<file path="src/hdl/abrf_pkg.sv">
// shared types, mode codes and helpers for the banked register file
package abrf_pkg;

	typedef enum logic [2:0] {
		OP_READ_REG    = 3'd0,
		OP_WRITE_REG   = 3'd1,
		OP_SET_MODE    = 3'd2,
		OP_READ_STATUS = 3'd3,
		OP_WRITE_SPSR  = 3'd4,
		OP_READ_SPSR   = 3'd5
	} op_t;

	localparam logic [4:0] MODE_USER = 5'h10;
	localparam logic [4:0] MODE_FIQ  = 5'h11;
	localparam logic [4:0] MODE_IRQ  = 5'h12;
	localparam logic [4:0] MODE_SVC  = 5'h13;
	localparam logic [4:0] MODE_ABT  = 5'h17;
	localparam logic [4:0] MODE_UND  = 5'h1B;
	localparam logic [4:0] MODE_SYS  = 5'h1F;

	localparam logic [31:0] STATUS_RESET = 32'h0000_00D3;

	localparam logic [2:0] BANK_USER = 3'd0;
	localparam logic [2:0] BANK_FIQ  = 3'd1;
	localparam logic [2:0] BANK_IRQ  = 3'd2;
	localparam logic [2:0] BANK_SVC  = 3'd3;
	localparam logic [2:0] BANK_ABT  = 3'd4;
	localparam logic [2:0] BANK_UND  = 3'd5;
	localparam logic [2:0] BANK_NONE = 3'd6;

	localparam int NUM_BANKS  = 6;
	localparam int FIQ_COPIES = 7;
	localparam int USR_COPIES = 5;

	typedef struct packed {
		logic        valid;
		op_t         op;
		logic [3:0]  idx;
		logic [31:0] data;
		logic [4:0]  mode;
	} req_t;

	typedef struct packed {
		logic [31:0] read_data;
		logic        bad_mode;
	} rsp_t;

	function automatic logic [2:0] bank_of_mode(input logic [4:0] code);
		logic [2:0] bank;
		case (code)
			MODE_USER, MODE_SYS: bank = BANK_USER;
			MODE_FIQ:            bank = BANK_FIQ;
			MODE_IRQ:            bank = BANK_IRQ;
			MODE_SVC:            bank = BANK_SVC;
			MODE_ABT:            bank = BANK_ABT;
			MODE_UND:            bank = BANK_UND;
			default:             bank = BANK_NONE;
		endcase
		return bank;
	endfunction

endpackage

</file>
<file path="src/hdl/abrf_regs.sv">
// architectural register state, mode banking and the register access logic
module abrf_regs (
	input  logic          clk,
	input  logic          arst_n,
	input  abrf_pkg::req_t req,
	output abrf_pkg::rsp_t rsp
);

	logic [31:0] vis_q  [16];
	logic [31:0] fiq_q  [abrf_pkg::FIQ_COPIES];
	logic [31:0] usr_q  [abrf_pkg::USR_COPIES];
	logic [31:0] sp_q   [abrf_pkg::NUM_BANKS];
	logic [31:0] lr_q   [abrf_pkg::NUM_BANKS];
	logic [31:0] spsr_q [abrf_pkg::NUM_BANKS];
	logic [4:0]  mode_q;

	logic [2:0] from_bank;
	logic [2:0] to_bank;
	logic       mode_ok;
	logic       mode_change;
	logic       leave_fiq;
	logic       enter_fiq;
	logic       spsr_ok;

	assign from_bank   = abrf_pkg::bank_of_mode(mode_q);
	assign to_bank     = abrf_pkg::bank_of_mode(req.mode);
	assign mode_ok     = (to_bank != abrf_pkg::BANK_NONE) && (from_bank != abrf_pkg::BANK_NONE);
	assign mode_change = req.valid && (req.op == abrf_pkg::OP_SET_MODE) && mode_ok
		&& (req.mode != mode_q);
	assign leave_fiq   = (mode_q == abrf_pkg::MODE_FIQ);
	assign enter_fiq   = (req.mode == abrf_pkg::MODE_FIQ);
	// user and system modes have no saved status
	assign spsr_ok     = (from_bank != abrf_pkg::BANK_USER) && (from_bank != abrf_pkg::BANK_NONE);

	always_ff @(posedge clk or negedge arst_n) begin
		if (!arst_n) begin
			for (int i = 0; i < 16; i++) vis_q[i] <= '0;
			for (int i = 0; i < abrf_pkg::FIQ_COPIES; i++) fiq_q[i] <= '0;
			for (int i = 0; i < abrf_pkg::USR_COPIES; i++) usr_q[i] <= '0;
			for (int i = 0; i < abrf_pkg::NUM_BANKS; i++) begin
				sp_q[i]   <= '0;
				lr_q[i]   <= '0;
				spsr_q[i] <= '0;
			end
			mode_q <= abrf_pkg::STATUS_RESET[4:0];
		end else if (req.valid) begin
			case (req.op)
				abrf_pkg::OP_WRITE_REG: begin
					vis_q[req.idx] <= req.data;
				end
				abrf_pkg::OP_WRITE_SPSR: begin
					if (spsr_ok) spsr_q[from_bank] <= req.data;
				end
				abrf_pkg::OP_SET_MODE: begin
					if (mode_change) begin
						sp_q[from_bank] <= vis_q[13];
						lr_q[from_bank] <= vis_q[14];
						if (leave_fiq) begin
							for (int i = 0; i < abrf_pkg::FIQ_COPIES; i++)
								fiq_q[i] <= vis_q[8 + i];
							for (int i = 0; i < abrf_pkg::USR_COPIES; i++)
								vis_q[8 + i] <= usr_q[i];
						end else if (enter_fiq) begin
							for (int i = 0; i < abrf_pkg::USR_COPIES; i++)
								usr_q[i] <= vis_q[8 + i];
							for (int i = 0; i < abrf_pkg::FIQ_COPIES; i++)
								vis_q[8 + i] <= fiq_q[i];
						end
						// fiq takes r13/r14 from its own copy; same bank keeps them
						if (!enter_fiq && (from_bank != to_bank)) begin
							vis_q[13] <= sp_q[to_bank];
							vis_q[14] <= lr_q[to_bank];
						end
						mode_q <= req.mode;
					end
				end
				default: begin
				end
			endcase
		end
	end

	always_comb begin
		rsp.read_data = '0;
		rsp.bad_mode  = 1'b0;
		case (req.op)
			abrf_pkg::OP_READ_REG:    rsp.read_data = vis_q[req.idx];
			abrf_pkg::OP_READ_STATUS: rsp.read_data = {abrf_pkg::STATUS_RESET[31:5], mode_q};
			abrf_pkg::OP_READ_SPSR: begin
				if (spsr_ok) rsp.read_data = spsr_q[from_bank];
			end
			abrf_pkg::OP_SET_MODE:    rsp.bad_mode = !mode_ok;
			default: begin
			end
		endcase
	end

endmodule

</file>
<file path="src/hdl/arm_banked_register_file.sv">
// Banked register file: sixteen visible 32-bit registers with per-mode r13/r14, a fast
// interrupt copy of r8..r14 and a saved status word per exception mode. A request is
// captured in an input register, executed against the register state as it leaves
// that register, and its result lands in an output register; one request is taken
// every cycle while in_stall is low. A mode switch copies the banked registers as it
// executes. in_stall rises only while the output register is full and stalled with a
// request waiting in the input register.
module arm_banked_register_file (
	input  logic        clk,
	input  logic        arst_n,
	input  logic        in_valid,
	output logic        in_stall,
	input  logic [2:0]  opcode,
	input  logic [3:0]  reg_index,
	input  logic [31:0] write_data,
	input  logic [4:0]  target_mode,
	output logic        out_valid,
	input  logic        out_stall,
	output logic [31:0] read_data,
	output logic        bad_mode
);

	abrf_pkg::req_t req_s1;
	abrf_pkg::req_t exec_req;
	abrf_pkg::rsp_t exec_rsp;
	abrf_pkg::rsp_t rsp_s2;
	logic           valid_s1;
	logic           valid_s2;
	logic           advance;
	logic           accept;

	assign advance  = valid_s1 && (!valid_s2 || !out_stall);
	assign in_stall = valid_s1 && !advance;
	assign accept   = in_valid && !in_stall;

	always_ff @(posedge clk or negedge arst_n) begin
		if (!arst_n) begin
			valid_s1 <= 1'b0;
			valid_s2 <= 1'b0;
		end else begin
			if (accept) valid_s1 <= 1'b1;
			else if (advance) valid_s1 <= 1'b0;
			if (advance) valid_s2 <= 1'b1;
			else if (!out_stall) valid_s2 <= 1'b0;
		end
	end

	always_ff @(posedge clk) begin
		if (accept) begin
			req_s1.valid <= 1'b1;
			req_s1.op    <= abrf_pkg::op_t'(opcode);
			req_s1.idx   <= reg_index;
			req_s1.data  <= write_data;
			req_s1.mode  <= target_mode;
		end
		if (advance) rsp_s2 <= exec_rsp;
	end

	always_comb begin
		exec_req       = req_s1;
		exec_req.valid = advance;
	end

	abrf_regs u_regs (
		.clk    (clk),
		.arst_n (arst_n),
		.req    (exec_req),
		.rsp    (exec_rsp)
	);

	assign out_valid = valid_s2;
	assign read_data = rsp_s2.read_data;
	assign bad_mode  = rsp_s2.bad_mode;

endmodule

</file>
<file path="config.mk">
export PLATFORM = sky130hd
export DESIGN_NAME = arm_banked_register_file
export DESIGN_NICKNAME = d
export VERILOG_FILES = /design/src/hdl/abrf_pkg.sv /design/src/hdl/abrf_regs.sv /design/src/hdl/arm_banked_register_file.sv
export SDC_FILE = /design/constraint.sdc
export NUM_CORES = 2
export LEC_CHECK = 0
export BUFFER_PORTS_ARGS = -buffer_cell sky130_fd_sc_hd__buf_2
export CORE_ASPECT_RATIO = 0.9
export CORE_UTILIZATION = 49
export DETAILED_ROUTE_END_ITERATION = 8
export HOLD_SLACK_MARGIN = 0.15
export PLACE_DENSITY = 0.76
export SKIP_LAST_GASP = 1
export SLEW_MARGIN = 20
export SYNTH_ARGS = -nofsm -noshare
export SYNTH_HDL_FRONTEND = slang
export SYNTH_SLANG_ARGS = --single-unit
</file>
<file path="constraint.sdc">
create_clock -name clk -period 3.6 [get_ports clk]
set_clock_uncertainty 0.2 [all_clocks]
set_input_delay 0.9 -clock clk [delete_from_list [all_inputs] [get_ports clk]]
set_output_delay 0.9 -clock clk [all_outputs]
set_load 0.005 [all_outputs]
</file>
==> metrics.txt <==
Clk pin slew, worst setup/hold paths 70 ps; largest net degree at the start of global routing approximately 150; Syn. warnings 0; Synthesized Nets 6,468; Arrival @ worst endpoint roughly 3900 ps; PostCTS Resize Cnt 0; CTS Buf Count 150; initial antenna violation count 9; number of remaining DRC errors 0; Congestion Overflow GR 0; Cell Area, Synth slightly above 0.07 mm2; Crit Reg-Reg Startpoint u_regs.mode_q[0]; Critical Path Source Type flip-flop; FF-to-FF path depth 8; most frequent cells in the layout dfrtp_1, nand2_1, mux2_2; Hold Path Origin u_regs.fiq_q[36]; count of cell types in the netlist 70; Hold Violations, Final 0; commonest non-fill, non-tap cell in the layout dfrtp_1; Multi-input gate area ~0.03 mm2; Synth Flop Type dfrtp_1; input/output buffers 82; H-Tree Depth 4; Layout Cells excl Fill between 8,000 and 9,000; Die X 402 um; EDFF count, synth 77; worst hold stages 2; Slew @ Worst Pin 1190 ps; Total Nets Final 6,460; placed instance count around 8,000; CP required 4070 ps; slowest CP cell dfstp_2; total clock sinks 1,524; Seq cells post-synth 1,524; total placed instance area 0.0743 mm2; Placer Congestion 0.896; Worst R2R Setup Slack 210 ps; share of cells above drive strength 1 25.0%; # fillers between 10,000 and 15,000; Area Growth Syn to Fin 13.1%; Rows 131; Place WS around 210 ps; relative slew slack 20.9%; io pins 83; Hold Path Class reg2reg; GRT Util Overall 29.2%; Peak VDD IR 0.000610 V; max incr delay on CP about 810 ps; Final Slew Violations 0; async set-reset flop share out of synthesis a little over nine tenths; cell count after synthesis 6,420; crit path max fanout between 40 and 50; Power Dens Cells 461 mW/mm2; CP Cell Sequence and4_1 -> o21ai_2 -> xnor2_1 -> a31oi_4 -> buf_12 -> o21ai_0 -> o21ai_0 -> a31oi_1; CP Class reg2reg; vias in the first global route roughly 54,000; status completed; final instance area 0.0798 mm2; Pwr Total 36,700 uW; first-pass GRT wire length 327,000 um; RSZ-0062 raised after global routing false; total leakage power 0.0372 uW; DRT Wirelength 212,000 um; FMAX 295 MHz; Initial Util about half; die area 0.145 mm2; Root Buffer Master clkbuf_16; area occupied by registers 0.0385 mm2; Seq/Total Area, Yosys between 50 and 60%; syn avg cell area 11.0 um2; Setup violations, final 0; FF-to-FF End u_regs.vis_q[32]; worst skew pair latency 810 ps; Die Height roughly 360 um; setup_tns 0 ps; post-route clock period utilization around 94%; crit path time final about 3400 ps; ANT nets after route 0; via count 53,600; drt pass-1 iters 6; Max Buffers Root-to-Sink 3; Max Cap Viol 0; Hold Path End u_regs.fiq_q[36]; DR vias/cell 6.39; per-cell routed wire length between 20 and 30 um; CTS tree done; Post-DP HPWL 128,000 um; Setup WS post-layout 208 ps; DR iter-0 viols 6,756; crit end category flip-flop; Crit path top cell by count o21ai_0; total core area 0.142 mm2
routing by layer:
| layer | vias up | track usage (%) | wire length [um] |
|---|---|---|---|
| met4 | 4 | 13.9 | 9920 |
| met1 | 27200 | 39.2 | 81700 |
| met5 | - | 0 | 39 |
| met3 | 616 | 6.34 | 23200 |
| li1 | 22500 | - | - |
| met2 | 3267 | 45.2 | 97400 |
cell usage after synthesis (37+ instances only):
master    instances  area [um2]
mux2_2          796        8960
clkbuf_1        344        1290
mux4_2          160        3600
mux2i_1          39         390
edfxtp_1         77        2310
buf_2           117         586
dfrtp_1        1444       36100
o22ai_1          73         457
a221oi_1         37         324
buf_1            56         210
a31oi_1          60         375
mux2_1          101        1140
o21ai_0         494        2470
a21oi_1         535        2680
inv_1            64         240
nor3_1           38         190
nand2_1        1447        5430
nor2_1          165         619
nand3_1          39         195
o21a_1           43         323
flip-flops by register name, summed over array words and instances, names as in the netlist:
register / count
u_regs.vis_q: 512
u_regs.fiq_q: 224
u_regs.lr_q: 192
u_regs.sp_q: 192
u_regs.spsr_q: 160
u_regs.usr_q: 160
exec_req: 44
read_data: 32
u_regs.mode_q: 5
bad_mode: 1
out_valid: 1
valid_s1: 1
worst max-delay path, delay by kind of cell, from the launching register on:
kind | cells | cell delay, ps
AO/OA/AOI/OAI | 5 | 1270
XOR/XNOR | 1 | 330
buffers and inverters | 1 | 270
flip-flops | 1 | 810
AND/OR/NAND/NOR | 1 | 330
worst max-delay path by stage:
| stage | from | end | slack, ps | cells past startpoint |
|---|---|---|---|---|
| final | u_regs.mode_q[0] | u_regs.vis_q[32] | 210 | 8 |
| after floorplan | out_stall | u_regs.spsr_q[100] | 160 | 8 |
| after global routing | u_regs.mode_q[0] | u_regs.vis_q[89] | 130 | 9 |
| after global placement | out_stall | u_regs.vis_q[94] | 160 | 11 |
| after detailed placement | out_stall | u_regs.vis_q[94] | 210 | 11 |
| after CTS | u_regs.mode_q[4] | u_regs.spsr_q[68] | 300 | 7 |
cell type report:
cell class	instances	share of cell area, %
Inverter	65	0.311
Clock inverter	56	0.886
Clock buffer	211	5.42
Multi-Input combinational cell	4280	37.1
Sequential cell	1524	48.3
Antenna cell	1	0.00314
Tap cell	1862	2.92
Timing Repair Buffer	391	5.02
stage by stage:
step / hold slack (ps) / util [%]
finish: 273 / 56.1
global route: 288 / 56.1
CTS: 273 / 56.1
detailed placement: 257 / 52.2
global placement: 253 / 52.2
floorplan: 241 / -
timing repair:
action | in CTS | in global routing
hold buffers | 47 | 0
hold endpoints to repair | 75 | 0
buffers inserted | 0 | 0
power by group:
part | switching, uW | internal, uW | total [uW]
registers | 537 | 17700 | 18200
logic | 1480 | 930 | 2410
clock network | 6970 | 9170 | 16100
cell families after synthesis:
logic type / Yosys count / share of synthesized area (%)
buf+inv: 616 / 3.74
compound gates: 1425 / 11.8
flops: 1524 / 54.6
mux: 1096 / 20.0
xor+xnor: 9 / 0.112
simple gates: 1750 / 9.74
(Power assumes the default switching activity.)
